$ cat config.mk
export PLATFORM = sky130hd
export DESIGN_NAME = avtl_match
export DESIGN_NICKNAME = d
export VERILOG_FILES = /design/src/rtl/aabb_volume_table_locate_defines.svh /design/src/rtl/avtl_pkg.sv /design/src/rtl/avtl_match.sv
export SDC_FILE = /design/constraint.sdc
export NUM_CORES = 1
export LEC_CHECK = 0
export ABC_CLOCK_PERIOD_IN_PS = 4000
export BUFFER_PORTS_ARGS = -buffer_cell sky130_fd_sc_hd__buf_4
export CAP_MARGIN = 20
export CORE_AREA = 2 2 424 426
export DETAILED_ROUTE_END_ITERATION = 12
export DIE_AREA = 0 0 426 428
export HOLD_SLACK_MARGIN = 0.05
export RECOVER_POWER = 100
export SKIP_CTS_REPAIR_TIMING = 1
export SYNTH_ARGS = -nofsm -noshare
export SYNTH_HDL_FRONTEND = slang
export SYNTH_SLANG_ARGS = --single-unit
$ cat constraint.sdc
create_clock -name i_clk -period 4 [get_ports i_clk]
set_clock_uncertainty 0.1 [all_clocks]
set_input_delay 0.8 -clock i_clk [delete_from_list [all_inputs] [get_ports i_clk]]
set_output_delay 0.8 -clock i_clk [all_outputs]
set_load 0.05 [all_outputs]
$ cat src/rtl/aabb_volume_table_locate_defines.svh
// Assertion helpers for the RTL that checks itself.
`ifndef AABB_VOLUME_TABLE_LOCATE_DEFINES_SVH
`define AABB_VOLUME_TABLE_LOCATE_DEFINES_SVH

// Same-cycle implication, clocked on i_clk, off while i_rst_n is low.
`define AVTL_ASSERT_IMP(lbl, ante, cons) \
    lbl: assert property (@(posedge i_clk) disable iff (!i_rst_n) (ante) |-> (cons)) \
        else $error("avtl assertion failed");

// Next-cycle implication, clocked on i_clk, off while i_rst_n is low.
`define AVTL_ASSERT_NXT(lbl, ante, cons) \
    lbl: assert property (@(posedge i_clk) disable iff (!i_rst_n) (ante) |=> (cons)) \
        else $error("avtl assertion failed");

`endif

$ cat src/rtl/avtl_pkg.sv
`default_nettype none

package avtl_pkg;

    localparam int SLOTS   = 1024;
    localparam int IDX_W   = (SLOTS > 1) ? $clog2(SLOTS) : 1;
    localparam int ID_W    = 32;
    localparam int WORLD_W = 4;
    localparam int COORD_W = 64;

    localparam logic [IDX_W-1:0] LAST_IDX = IDX_W'(SLOTS - 1);

    typedef enum logic [1:0] {
        ACT_CREATE  = 2'd0,
        ACT_DESTROY = 2'd1,
        ACT_LOCATE  = 2'd2
    } t_action;

    typedef enum logic [2:0] {
        ST_OK       = 3'd0,
        ST_DUP      = 3'd1,
        ST_FULL     = 3'd2,
        ST_NOTFOUND = 3'd3,
        ST_ZEROID   = 3'd4
    } t_status;

    typedef enum logic [2:0] {
        S_CLEAR,
        S_IDLE,
        S_SCAN,
        S_WAIT,
        S_DONE
    } t_state;

    typedef struct packed {
        logic [1:0]                action;
        logic [WORLD_W-1:0]        world_tag;
        logic [ID_W-1:0]           volume_id;
        logic signed [COORD_W-1:0] min_x;
        logic signed [COORD_W-1:0] min_y;
        logic signed [COORD_W-1:0] min_z;
        logic signed [COORD_W-1:0] max_x;
        logic signed [COORD_W-1:0] max_y;
        logic signed [COORD_W-1:0] max_z;
        logic signed [COORD_W-1:0] point_x;
        logic signed [COORD_W-1:0] point_y;
        logic signed [COORD_W-1:0] point_z;
    } t_req;

    typedef struct packed {
        logic [2:0]      status;
        logic [ID_W-1:0] result_id;
    } t_rsp;

    // one table entry, valid bit kept apart
    typedef struct packed {
        logic [WORLD_W-1:0]        world;
        logic [ID_W-1:0]           id;
        logic signed [COORD_W-1:0] lo_x;
        logic signed [COORD_W-1:0] lo_y;
        logic signed [COORD_W-1:0] lo_z;
        logic signed [COORD_W-1:0] hi_x;
        logic signed [COORD_W-1:0] hi_y;
        logic signed [COORD_W-1:0] hi_z;
    } t_entry;

    typedef struct packed {
        logic             en_valid;
        logic             en_data;
        logic             valid_bit;
        logic [IDX_W-1:0] addr;
    } t_wr_ctl;

    typedef struct packed {
        logic             vld;
        logic             last;
        logic [IDX_W-1:0] idx;
    } t_issue;

    typedef struct packed {
        logic             vld;
        logic             last;
        logic             hit;
        logic             free;
        logic [IDX_W-1:0] idx;
        logic [ID_W-1:0]  id;
    } t_match;

endpackage

`default_nettype wire

$ cat src/rtl/avtl_match.sv
`default_nettype none

module avtl_match import avtl_pkg::*; (
    input  wire logic   i_clk,
    input  wire logic   i_rst_n,
    input  wire t_issue i_issue,
    input  wire t_req   i_req,
    input  wire logic   i_rd_valid,
    input  wire t_entry i_rd_data,
    output t_match      o_match
);

    t_issue r_tag;
    t_match r_match;
    t_match n_match;

    logic w_key;
    logic w_id_eq;
    logic w_inside;

    // tag is registered alongside the table read, the flags get a register of their own
    always_ff @(posedge i_clk) begin
        if (!i_rst_n) begin
            r_tag   <= '0;
            r_match <= '0;
        end else begin
            r_tag   <= i_issue;
            r_match <= n_match;
        end
    end

    always_comb begin
        w_key    = i_rd_valid && (i_rd_data.world == i_req.world_tag);
        w_id_eq  = (i_rd_data.id == i_req.volume_id);
        // inclusive on every bound; inverted boxes fail naturally
        w_inside = ($signed(i_rd_data.lo_x) <= $signed(i_req.point_x)) &&
                   ($signed(i_req.point_x) <= $signed(i_rd_data.hi_x)) &&
                   ($signed(i_rd_data.lo_y) <= $signed(i_req.point_y)) &&
                   ($signed(i_req.point_y) <= $signed(i_rd_data.hi_y)) &&
                   ($signed(i_rd_data.lo_z) <= $signed(i_req.point_z)) &&
                   ($signed(i_req.point_z) <= $signed(i_rd_data.hi_z));

        n_match.vld  = r_tag.vld;
        n_match.last = r_tag.last;
        n_match.idx  = r_tag.idx;
        n_match.free = !i_rd_valid;
        n_match.hit  = w_key && ((i_req.action == ACT_LOCATE) ? w_inside : w_id_eq);
        n_match.id   = i_rd_data.id;
    end

    assign o_match = r_match;

endmodule

`default_nettype wire

==> run_results.csv <==
group,metric,value,unit
outcome,run_status,"complete, but fails checks",
outcome,violations,"capacitance limit, slew limit",
sta,rsz0062_at_grt,"no",
clock_network,h-tree-depth,3,
setup_path,critical_path.endpoint_type,"flip-flop",
synth,syn_avg_cell_area,7.44,um2
clock_network,clock_insertion_delay_worst_skew,0.35,ns
synth,synth-xor-area-share,0.0255,
sta,finalHoldViolCount,0,
routing,drc,0,
die,die_span_in_y,428,um
routing,drtAntennaViolNets,0,
synth,synth_top_area_share,0.411,
layout,finish.net_count,3760,
clock_network,cts_max_path_buffers,2,
routing,initialDrtViolationCount,915,
setup_path,crit_type,"primary input to flip-flop",
hold_path,min-delay-start,"n_match[40]",
layout,fillCellCount,20789,
global_routing,grt_start_max_net_pins,58,
placed_design,finalWeightedCongestion,0.960,
routing,avgRoutedWirePerCell,25.4,um
die,fp.dieArea,182000,um2
sta,finalMaxSlewViolations,58,
synth,ys_warn_count,0,
routing,detail_route.wirelength,120000,um
synth,ys_seq_area_frac,0.0993,
sta,finalSetupViolCount,0,
clock_network,cts.sink_count,58,
setup_path,critical_path.reg2reg.endpoint,"o_match[33]",
synth,yosys.cell_count.top_type,"inv_1",
routing,dr_total_vias,14742,
synth,synth_cell_type_count,54,
setup_path,timing.reg2reg.worst_path_depth,1,
die,top_level_ports,1095,
clock_network,cts_inserted_buffers,9,
global_routing,grt_first_pass_wirelength,148000,um
die,placeable_core_region,178000,um2
synth,synth-edff-count,0,
hold_path,hold_depth,1,
flow_run,drv.max_cap_violation_count,1,
setup_path,crit_path_max_fanout,2,
synth,share_of_the_synthesized_area_in_compound_gates_ao_oa_aoi_oai,0.161,
synth,ys_seq_elements,58,
synth,synth.cell_area,11700,um2
layout,layout.area.seq,1160,um2
hold_path,timing.hold.worst_endpoint,"o_match[40]",
die,rows,155,
sta,timing.final.crit_period,3.76,ns
global_routing,grt_use_total,0.128,
routing,vias_per_cell,3.12,
placed_design,portBuffers,710,
synth,post_synth_mux_area_share,0.000963,
die,initial_core_util,0.0658,
layout,multi_input_comb_area,9040,um2
synth,synth_adder_area_share,0.411,
clock_network,clk_transition_reported_paths,0.06,ns
layout,final_design_area_excluding_fillers,20500,um2
power,power.leakage,0.0105,uW
layout,syn2layout_area_growth,75.4,%
setup_path,r2r_slack,3.35,ns
routing,drt_pass1_iterations,5,
synth,synthesis.instances,1571,
clock_network,cts_tree,"built",
synth,synth_async_sr_flop_share,0,
synth,syn-num-nets,3004,
synth,synth_simple_gate_area_share,0.173,
global_routing,vias_in_the_first_global_route,14365,
clock_network,cts_root_buffer,"clkbuf_16",
setup_path,reg_to_reg_start,"n_match[33]",
setup_path,worst_ep_required_time,4.15,ns
synth,yosys.area.top_type,"ha_1",
synth,synthTopCellsByCount,"396 x inv_1, 384 x ha_1, 167 x a21oi_1, 100 x nand2_1, 79 x nand4_1",
global_routing,grt_antenna_before_repair,163,
setup_path,critPathLaunchType,"primary input",
sta,worst_pin_slew,2.31,ns
hold_path,hold_path_class,"flip-flop to flip-flop",
sta,final.period_utilization,0.939,
synth,synth_flop_cell,"dfxtp_1",
synth,synth_top_family_by_area,"adder cells",
sta,timing.slew.headroom,-0.537,
synth,netlist_top_cells_area,"ha_1 41%, inv_1 13%, dfxtp_1 9.9%",
sta,fin_hold_ws,0.325,ns
layout,final_util,0.115,
die,die_width,426,um
setup_path,crit_arrival,3.91,ns
layout,share_of_cells_above_drive_strength_1,0.314,
placed_design,place_hpwl,115000,um
placed_design,placedInstanceArea,20300,um2
power,p_per_area,161,nW/um2
sta,achievable_frequency,0.266,GHz
global_routing,global_route.overflow_total,0,
power,peak_supply_drop,0.189,mV
cell families (layout without fill, tap and decap cells):
logic type | after synthesis | count (layout)
buf+inv | 402 | 1163
fa+ha+maj | 384 | 384
simple gates | 374 | 374
compound gates | 318 | 318
flops | 58 | 58
xor+xnor | 34 | 34
mux | 1 | 1
other cells | 0 | 32
layout make-up:
type                            count  area share
Clock buffer                        9      0.0110
Antenna cell                       32     0.00391
Tap cell                         2355       0.144
Inverter                          396      0.0725
Sequential cell                    58      0.0566
Clock inverter                      7     0.00458
Timing Repair Buffer              751       0.267
Multi-Input combinational cell   1111       0.441
registers in the layout (all words and copies together), names as in the netlist:
name and flops:
o_match 46, n_match 12
cells in the final DEF, fill, tap and decap left out, drive strengths merged, types with 12 or more instances in the layout:
master / n
a21o: 27
nor4: 14
and2: 56
nor2: 33
ha: 384
nand4: 81
nand2: 100
inv: 396
diode: 32
a21oi: 167
clkbuf: 57
dfxtp: 58
o21ai: 53
a211oi: 12
nand3: 40
a221oi: 13
xnor2: 32
buf: 703
nor3: 12
worst max path at each step:
stage	start	endpoint	slack, ns	cells past startpoint
after global routing	i_rd_data[126]	o_match[43]	0.04	14
final	i_rd_data[126]	o_match[43]	0.24	15
after detailed placement	i_rd_data[126]	o_match[43]	-0.22	14
after CTS	i_rd_data[126]	o_match[43]	0.14	14
after floorplan	i_rd_data[127]	o_match[43]	0.77	11
after global placement	i_rd_data[126]	o_match[43]	-0.22	14
critical path: stages:
cell	delay (ns)
buf_4	0.08
inv_1	0.11
ha_1	0.35
nand4_2	0.17
nor4_4	0.37
nand4_1	0.22
or4b_1	0.56
o221a_1	0.29
a21oi_1	0.15
buf_4	0.15
and4b_1	0.19
buf_4	0.15
nand4_1	0.08
o31ai_2	0.06
buf_4	0.16
power by group:
group | switching (uW) | leakage (uW) | total [uW] | internal (uW)
sequential | 8.52 | 0.000482 | 615 | 607
clock | 314 | 0.000152 | 857 | 544
combinational | 954 | 0.00988 | 1840 | 883
metrics by stage:
stage	setup WS (ns)	setup TNS [ns]	instances	power, uW
floorplan	0.772	0	1571	1440
global placement	-0.215	-0.215	4671	2460
detailed placement	-0.224	-0.224	4671	2490
CTS	0.144	0	4687	3390
global route	0.0368	0	4710	3570
finish	0.244	0	4719	3310
metal layers:
metal	vias to the layer above	wire length [um]	GRT usage
met1	6715	38700	0.118
met4	116	6760	0.0718
met5	-	765	0
met3	299	12200	0.0599
met2	640	61500	0.229
li1	6972	-	-
Note: power is estimated with default switching activity, not from simulation.
