==> config.mk <==
export PLATFORM = sky130hd
export DESIGN_NAME = avtl_seq
export DESIGN_NICKNAME = d
export VERILOG_FILES = /design/src/rtl/aabb_volume_table_locate_defines.svh /design/src/rtl/avtl_pkg.sv /design/src/rtl/avtl_seq.sv
export SDC_FILE = /design/constraint.sdc
export NUM_CORES = 1
export LEC_CHECK = 0
export ABC_AREA = 1
export BUFFER_PORTS_ARGS = -buffer_cell sky130_fd_sc_hd__buf_2
export CORE_AREA = 2 2 693 695
export DETAILED_ROUTE_END_ITERATION = 12
export DIE_AREA = 0 0 695 697
export GPL_TIMING_DRIVEN = 0
export MAX_ROUTING_LAYER = met4
export PLACE_DENSITY = 0.3
export SLEW_MARGIN = 30
export SYNTH_ARGS = -nofsm -noshare
export SYNTH_HDL_FRONTEND = slang
export SYNTH_SLANG_ARGS = --single-unit
==> constraint.sdc <==
create_clock -name i_clk -period 95.5 [get_ports i_clk]
set_clock_uncertainty 0.1 [all_clocks]
set_input_delay 9.55 -clock i_clk [delete_from_list [all_inputs] [get_ports i_clk]]
set_output_delay 9.55 -clock i_clk [all_outputs]
set_load 0.05 [all_outputs]
==> src/rtl/aabb_volume_table_locate_defines.svh <==
// Assertion helpers for the RTL that checks itself.
`ifndef AABB_VOLUME_TABLE_LOCATE_DEFINES_SVH
`define AABB_VOLUME_TABLE_LOCATE_DEFINES_SVH

// Same-cycle implication, clocked on i_clk, off while i_rst_n is low.
`define AVTL_ASSERT_IMP(lbl, ante, cons) \
    lbl: assert property (@(posedge i_clk) disable iff (!i_rst_n) (ante) |-> (cons)) \
        else $error("avtl assertion failed");

// Next-cycle implication, clocked on i_clk, off while i_rst_n is low.
`define AVTL_ASSERT_NXT(lbl, ante, cons) \
    lbl: assert property (@(posedge i_clk) disable iff (!i_rst_n) (ante) |=> (cons)) \
        else $error("avtl assertion failed");

`endif

==> src/rtl/avtl_pkg.sv <==
`default_nettype none

package avtl_pkg;

    localparam int SLOTS   = 1024;
    localparam int IDX_W   = (SLOTS > 1) ? $clog2(SLOTS) : 1;
    localparam int ID_W    = 32;
    localparam int WORLD_W = 4;
    localparam int COORD_W = 64;

    localparam logic [IDX_W-1:0] LAST_IDX = IDX_W'(SLOTS - 1);

    typedef enum logic [1:0] {
        ACT_CREATE  = 2'd0,
        ACT_DESTROY = 2'd1,
        ACT_LOCATE  = 2'd2
    } t_action;

    typedef enum logic [2:0] {
        ST_OK       = 3'd0,
        ST_DUP      = 3'd1,
        ST_FULL     = 3'd2,
        ST_NOTFOUND = 3'd3,
        ST_ZEROID   = 3'd4
    } t_status;

    typedef enum logic [2:0] {
        S_CLEAR,
        S_IDLE,
        S_SCAN,
        S_WAIT,
        S_DONE
    } t_state;

    typedef struct packed {
        logic [1:0]                action;
        logic [WORLD_W-1:0]        world_tag;
        logic [ID_W-1:0]           volume_id;
        logic signed [COORD_W-1:0] min_x;
        logic signed [COORD_W-1:0] min_y;
        logic signed [COORD_W-1:0] min_z;
        logic signed [COORD_W-1:0] max_x;
        logic signed [COORD_W-1:0] max_y;
        logic signed [COORD_W-1:0] max_z;
        logic signed [COORD_W-1:0] point_x;
        logic signed [COORD_W-1:0] point_y;
        logic signed [COORD_W-1:0] point_z;
    } t_req;

    typedef struct packed {
        logic [2:0]      status;
        logic [ID_W-1:0] result_id;
    } t_rsp;

    // one table entry, valid bit kept apart
    typedef struct packed {
        logic [WORLD_W-1:0]        world;
        logic [ID_W-1:0]           id;
        logic signed [COORD_W-1:0] lo_x;
        logic signed [COORD_W-1:0] lo_y;
        logic signed [COORD_W-1:0] lo_z;
        logic signed [COORD_W-1:0] hi_x;
        logic signed [COORD_W-1:0] hi_y;
        logic signed [COORD_W-1:0] hi_z;
    } t_entry;

    typedef struct packed {
        logic             en_valid;
        logic             en_data;
        logic             valid_bit;
        logic [IDX_W-1:0] addr;
    } t_wr_ctl;

    typedef struct packed {
        logic             vld;
        logic             last;
        logic [IDX_W-1:0] idx;
    } t_issue;

    typedef struct packed {
        logic             vld;
        logic             last;
        logic             hit;
        logic             free;
        logic [IDX_W-1:0] idx;
        logic [ID_W-1:0]  id;
    } t_match;

endpackage

`default_nettype wire

==> src/rtl/avtl_seq.sv <==
`default_nettype none

module avtl_seq import avtl_pkg::*; (
    input  wire logic             i_clk,
    input  wire logic             i_rst_n,
    input  wire logic             i_start,
    input  wire t_req             i_req,
    input  wire t_match           i_match,
    output logic                  o_busy,
    output logic                  o_done,
    output t_rsp                  o_rsp,
    output t_req                  o_req,
    output t_issue                o_issue,
    output logic [IDX_W-1:0]      o_rd_addr,
    output t_wr_ctl               o_wr,
    output t_entry                o_wr_data
);

    t_state           r_state;
    t_state           n_state;
    logic [IDX_W-1:0] r_addr;
    t_req             r_req;
    logic [ID_W-1:0]  r_next_id;
    logic [ID_W-1:0]  n_next_id;
    logic             r_found;
    logic [IDX_W-1:0] r_hit_idx;
    logic [ID_W-1:0]  r_hit_id;
    logic             r_free_found;
    logic [IDX_W-1:0] r_free_idx;
    logic             r_done;
    t_rsp             r_rsp;
    t_rsp             n_rsp;

    logic            w_accept;
    logic            w_last;
    logic [ID_W-1:0] w_base;
    logic            w_id_zero;
    logic            w_create_ok;
    logic            w_destroy_ok;
    logic [ID_W-1:0] w_new_id;

    assign w_accept = (r_state == S_IDLE) && i_start;
    assign w_last   = (r_addr == LAST_IDX);

    // next state
    always_comb begin
        n_state = r_state;
        unique case (r_state)
            S_CLEAR: begin
                if (w_last) begin
                    n_state = S_IDLE;
                end
            end
            S_IDLE: begin
                if (i_start) begin
                    n_state = S_SCAN;
                end
            end
            S_SCAN: begin
                if (w_last) begin
                    n_state = S_WAIT;
                end
            end
            S_WAIT: begin
                if (i_match.vld && i_match.last) begin
                    n_state = S_DONE;
                end
            end
            S_DONE: begin
                n_state = S_IDLE;
            end
            default: begin
                n_state = S_IDLE;
            end
        endcase
    end

    // outcome of the finished scan
    always_comb begin
        w_base       = (r_next_id == '0) ? ID_W'(1) : r_next_id;
        w_id_zero    = (r_req.volume_id == '0);
        w_create_ok  = r_free_found && (w_id_zero || !r_found);
        w_destroy_ok = !w_id_zero && r_found;
        w_new_id     = w_id_zero ? w_base : r_req.volume_id;

        n_next_id = w_base;
        if (w_create_ok) begin
            if (w_id_zero) begin
                n_next_id = w_base + ID_W'(1);
            end else if (r_req.volume_id >= w_base) begin
                n_next_id = r_req.volume_id + ID_W'(1);
            end
        end

        n_rsp.status    = ST_OK;
        n_rsp.result_id = '0;
        priority if (r_req.action == ACT_CREATE) begin
            if (!w_id_zero && r_found) begin
                n_rsp.status = ST_DUP;
            end else if (!r_free_found) begin
                n_rsp.status = ST_FULL;
            end else begin
                n_rsp.result_id = w_new_id;
            end
        end else if (r_req.action == ACT_DESTROY) begin
            if (w_id_zero) begin
                n_rsp.status = ST_ZEROID;
            end else if (!r_found) begin
                n_rsp.status = ST_NOTFOUND;
            end
        end else if (r_req.action == ACT_LOCATE) begin
            if (r_found) begin
                n_rsp.result_id = r_hit_id;
            end else begin
                n_rsp.status = ST_NOTFOUND;
            end
        end else begin
            n_rsp.status = ST_OK;
        end
    end

    // outputs
    always_comb begin
        o_busy    = (r_state != S_IDLE);
        o_issue.vld  = (r_state == S_SCAN);
        o_issue.last = w_last;
        o_issue.idx  = r_addr;
        o_rd_addr = r_addr;

        o_wr.en_valid  = 1'b0;
        o_wr.en_data   = 1'b0;
        o_wr.valid_bit = 1'b0;
        o_wr.addr      = r_addr;
        if (r_state == S_CLEAR) begin
            o_wr.en_valid = 1'b1;
        end else if (r_state == S_DONE) begin
            if ((r_req.action == ACT_CREATE) && w_create_ok) begin
                o_wr.en_valid  = 1'b1;
                o_wr.en_data   = 1'b1;
                o_wr.valid_bit = 1'b1;
                o_wr.addr      = r_free_idx;
            end else if ((r_req.action == ACT_DESTROY) && w_destroy_ok) begin
                o_wr.en_valid = 1'b1;
                o_wr.addr     = r_hit_idx;
            end
        end

        o_wr_data.world = r_req.world_tag;
        o_wr_data.id    = w_new_id;
        o_wr_data.lo_x  = r_req.min_x;
        o_wr_data.lo_y  = r_req.min_y;
        o_wr_data.lo_z  = r_req.min_z;
        o_wr_data.hi_x  = r_req.max_x;
        o_wr_data.hi_y  = r_req.max_y;
        o_wr_data.hi_z  = r_req.max_z;
    end

    always_ff @(posedge i_clk) begin
        if (!i_rst_n) begin
            r_state      <= S_CLEAR;
            r_addr       <= '0;
            r_next_id    <= ID_W'(1);
            r_found      <= 1'b0;
            r_free_found <= 1'b0;
            r_done       <= 1'b0;
        end else begin
            r_state <= n_state;
            r_done  <= (r_state == S_DONE);

            if ((r_state == S_CLEAR) || (r_state == S_SCAN)) begin
                r_addr <= w_last ? '0 : r_addr + IDX_W'(1);
            end

            if (w_accept) begin
                r_found      <= 1'b0;
                r_free_found <= 1'b0;
            end else if (i_match.vld) begin
                // keep the first hit and the first free slot in slot order
                if (i_match.hit && !r_found) begin
                    r_found <= 1'b1;
                end
                if (i_match.free && !r_free_found) begin
                    r_free_found <= 1'b1;
                end
            end

            if ((r_state == S_DONE) && (r_req.action == ACT_CREATE)) begin
                r_next_id <= n_next_id;
            end
        end
    end

    // payload, no reset
    always_ff @(posedge i_clk) begin
        if (w_accept) begin
            r_req <= i_req;
        end
        if (i_match.vld && i_match.hit && !r_found) begin
            r_hit_idx <= i_match.idx;
            r_hit_id  <= i_match.id;
        end
        if (i_match.vld && i_match.free && !r_free_found) begin
            r_free_idx <= i_match.idx;
        end
        if (r_state == S_DONE) begin
            r_rsp <= n_rsp;
        end
    end

    assign o_done = r_done;
    assign o_rsp  = r_rsp;
    assign o_req  = r_req;

endmodule

`default_nettype wire

==> results.sh <==
export IMPL_status="completed"
export IMPL_max_slew_margin=0.2891
export IMPL_path_cells="nor2_1, nand3_1, nor2_2, nand4_2, nand2_2, nand2_4, nor2_8, inv_2, clkbuf_2, nor2_1, buf_4, buf_2"
export IMPL_endpoint="o_wr[11]"
export IMPL_initialDrtViolationCount=2562
export IMPL_core_area_mm2=0.4770
export IMPL_final_nets=4857
export IMPL_tightest_slew_ps=1066
export IMPL_synth_most_common_cell="edfxtp_1"
export IMPL_cts_resized=0
export IMPL_numCtsBuffers=112
export IMPL_cp_required_ps=85850
export IMPL_fillers=54830
export IMPL_grt_pass1_wl_um=383900
export IMPL_fin_ws_ps=81410
export IMPL_rsz0062_at_grt="no"
export IMPL_routed_via_count=27940
export IMPL_clock_sinks=749
export IMPL_drtAntennaViolNets=0
export IMPL_antenna_found_initial=223
export IMPL_hold_violations=0
export IMPL_ctsHoldBuffers=0
export IMPL_setup_viol=0
export IMPL_fp_dieH_um=697
export IMPL_num_rows=254
export IMPL_io_pins=1769
export IMPL_rrSetupSlack_ps=91180
export IMPL_maxSlewViolCount=0
export IMPL_powerDensity_mw_per_mm2=15.58
export IMPL_finalSetupTns_ps=0
export IMPL_overflow=0
export IMPL_cp_num_buf_inv=4
export IMPL_p_total_mw=0.8245
export IMPL_max_vdd_ir_drop_mv=0.01582
export IMPL_synth_seq_cells=749
export IMPL_cp_max_fo=10
export IMPL_grt_start_max_net_pins=27
export IMPL_end_kind="output pin"
export IMPL_clk_pin_slew_ps=50
export IMPL_netlist_cell_type_count=45
export IMPL_total_leakage_power_nw=20.41
export IMPL_cts_tree="yes"
export IMPL_crit_path_start="o_req[591]"
export IMPL_cts_setup_buffers=0
export IMPL_synth_top_area_cell="edfxtp_1"
export IMPL_synth_area_leaders="edfxtp_1, buf_4, nand2_1"
export IMPL_place_worst_setup_slack_ps=82200
export IMPL_syn_nets=2931
export IMPL_ys_async_sr_fraction=0
export IMPL_cts_buffer_depth=4
export IMPL_hold_class="flop to flop"
export IMPL_reg2reg_depth=18
export IMPL_synth_main_ff_cell="edfxtp_1"
export IMPL_arrival_ps=4440
export IMPL_yosys_top_cells_count="edfxtp_1, buf_4, nand2_1"
export IMPL_criticalPathCategory="flop to output pin"
export IMPL_timing_rr_start="r_next_id[20]"
export IMPL_syn_area_per_cell_um2=13.63
export IMPL_cts_root_buffer="clkbuf_16"
export IMPL_synth_enable_flop_cells=701
export IMPL_grt_pass1_vias=26500
export IMPL_post_route_period_util=0.1475
export IMPL_synth_warning_count=0
export IMPL_synth_top_area_share=0.6917
export IMPL_synth_area_mm2=0.03043
export IMPL_cp_common_cell="nor2_1"
export IMPL_die_area_mm2=0.4844
export IMPL_clk_latency_ps=880
export IMPL_min_delay_start="r_next_id[31]"
export IMPL_routed_wirelength_um=326100
export IMPL_grtUsageTotal=0.1323
export IMPL_die_w_um=695
export IMPL_fmax_ghz=0.07097
export IMPL_numPortBuffers=1768
export IMPL_wl_per_cell_um=29.83
export IMPL_final_util=0.1110
export IMPL_r2r_end="r_next_id[24]"
export IMPL_finalCriticalPeriod_ps=14090
export IMPL_vias_per_cell=2.556
export IMPL_area_delta_synth_final_pct=73.93
export IMPL_crit_family="simple AND/OR/NAND/NOR gates"
export IMPL_place_congestion=0.9584
export IMPL_critical_path_max_stage_delay_ps=730
export IMPL_ys_seq_area_frac=0.7233
export IMPL_whs_ps=385.8
export IMPL_start_util=0.06380
export IMPL_post_dp_hpwl_um=289800
export IMPL_drive_gt1_frac=0.5817
export IMPL_h_tree_depth=3
export IMPL_postSynthCellCount=2232
export IMPL_dr_pass1_iters=5
export IMPL_cp_slowest_cell="edfxtp_1"
export IMPL_maxCapViolCount=0
export IMPL_drc=0
export IMPL_cp_num_cells=12
export IMPL_startpoint_type="flop"
## cell families (layout without fill, tap and decap cells)
group / count (synthesis) / count (layout) / synth area share
other cells: 0 / 285 / 0
simple gates: 583 / 583 / 0.08848
fa+ha+maj: 36 / 36 / 0.01480
compound gates: 225 / 225 / 0.03939
xor+xnor: 26 / 26 / 0.007483
flops: 749 / 749 / 0.7233
buf+inv: 613 / 2629 / 0.1266
## sequential cells by signal, indices dropped and copies added (netlist names)
name	cells
o_req	614
o_rsp	35
r_hit_id	32
r_next_id	32
o_rd_addr	10
r_free_idx	10
r_hit_idx	10
r_state	3
o_done	1
r_found	1
r_free_found	1
## tightest hold or removal path: stages (launching register included)
cell	delay, ps
dfxtp_1	320
nand2_1	60
a21oi_1	60
## metal layers
layer  wire, um  GRT usage  vias up
met1     126300     0.1488    13990
met2     148900     0.2088     1775
li1           -          -    11700
met5          0          -        -
met4      11650    0.03759        0
met3      39250    0.06195      469
## layout make-up
| type | count | area (um^2) | share of cell area |
|---|---|---|---|
| inverters | 172 | 645.6 | 0.01220 |
| plain buffers | 441 | 3217 | 0.06077 |
| repair buffers | 1812 | 9967 | 0.1883 |
| flip-flops and latches | 749 | 22010 | 0.4158 |
| well taps | 6400 | 8008 | 0.1513 |
| multi-input cells | 870 | 4671 | 0.08824 |
| diodes | 285 | 713.2 | 0.01347 |
| clock inverters | 74 | 749.5 | 0.01416 |
| clock buffers | 130 | 2952 | 0.05576 |
## worst min-delay path by stage
| stage | to | cells past startpoint |
|---|---|---|
| after CTS | r_next_id[31] | 2 |
| final | r_next_id[31] | 2 |
| after global routing | r_next_id[31] | 2 |
| after detailed placement | r_next_id[31] | 2 |
| after floorplan | r_next_id[31] | 2 |
| after global placement | r_next_id[31] | 2 |
## cells in the final DEF, fill, tap and decap left out, drive strengths merged
cell	count
buf	2233
edfxtp	701
diode	285
nand2	268
inv	177
clkbuf	150
nand3	125
a21oi	121
nor2	101
o21ai	78
clkinv	49
dfxtp	48
nand4	41
ha	36
nor3	32
xor2	26
bufinv	13
nor4	10
o22ai	8
clkinvlp	7
a22oi	5
a211oi	3
nor3b	3
o211ai	2
a21o	2
a31oi	2
or2	2
o31ai	1
a32o	1
o21a	1
nand3b	1
o211a	1
## stage by stage
stage          instance area [um^2]  cells
3_3_place_gp                  47290  10400
5_1_grt                       52820  10890
6_report                      52930  10930
4_1_cts                       52220  10650
2_1_floorplan                 30430   2232
3_5_place_dp                  48520  10440
## power breakdown
| part | internal, mW | switching, mW |
|---|---|---|
| sequential | 0.360 | 0.000658 |
| clock | 0.255 | 0.185 |
| combinational | 0.0110 | 0.0132 |
No activity file was read; power rests on OpenSTA's default activity.
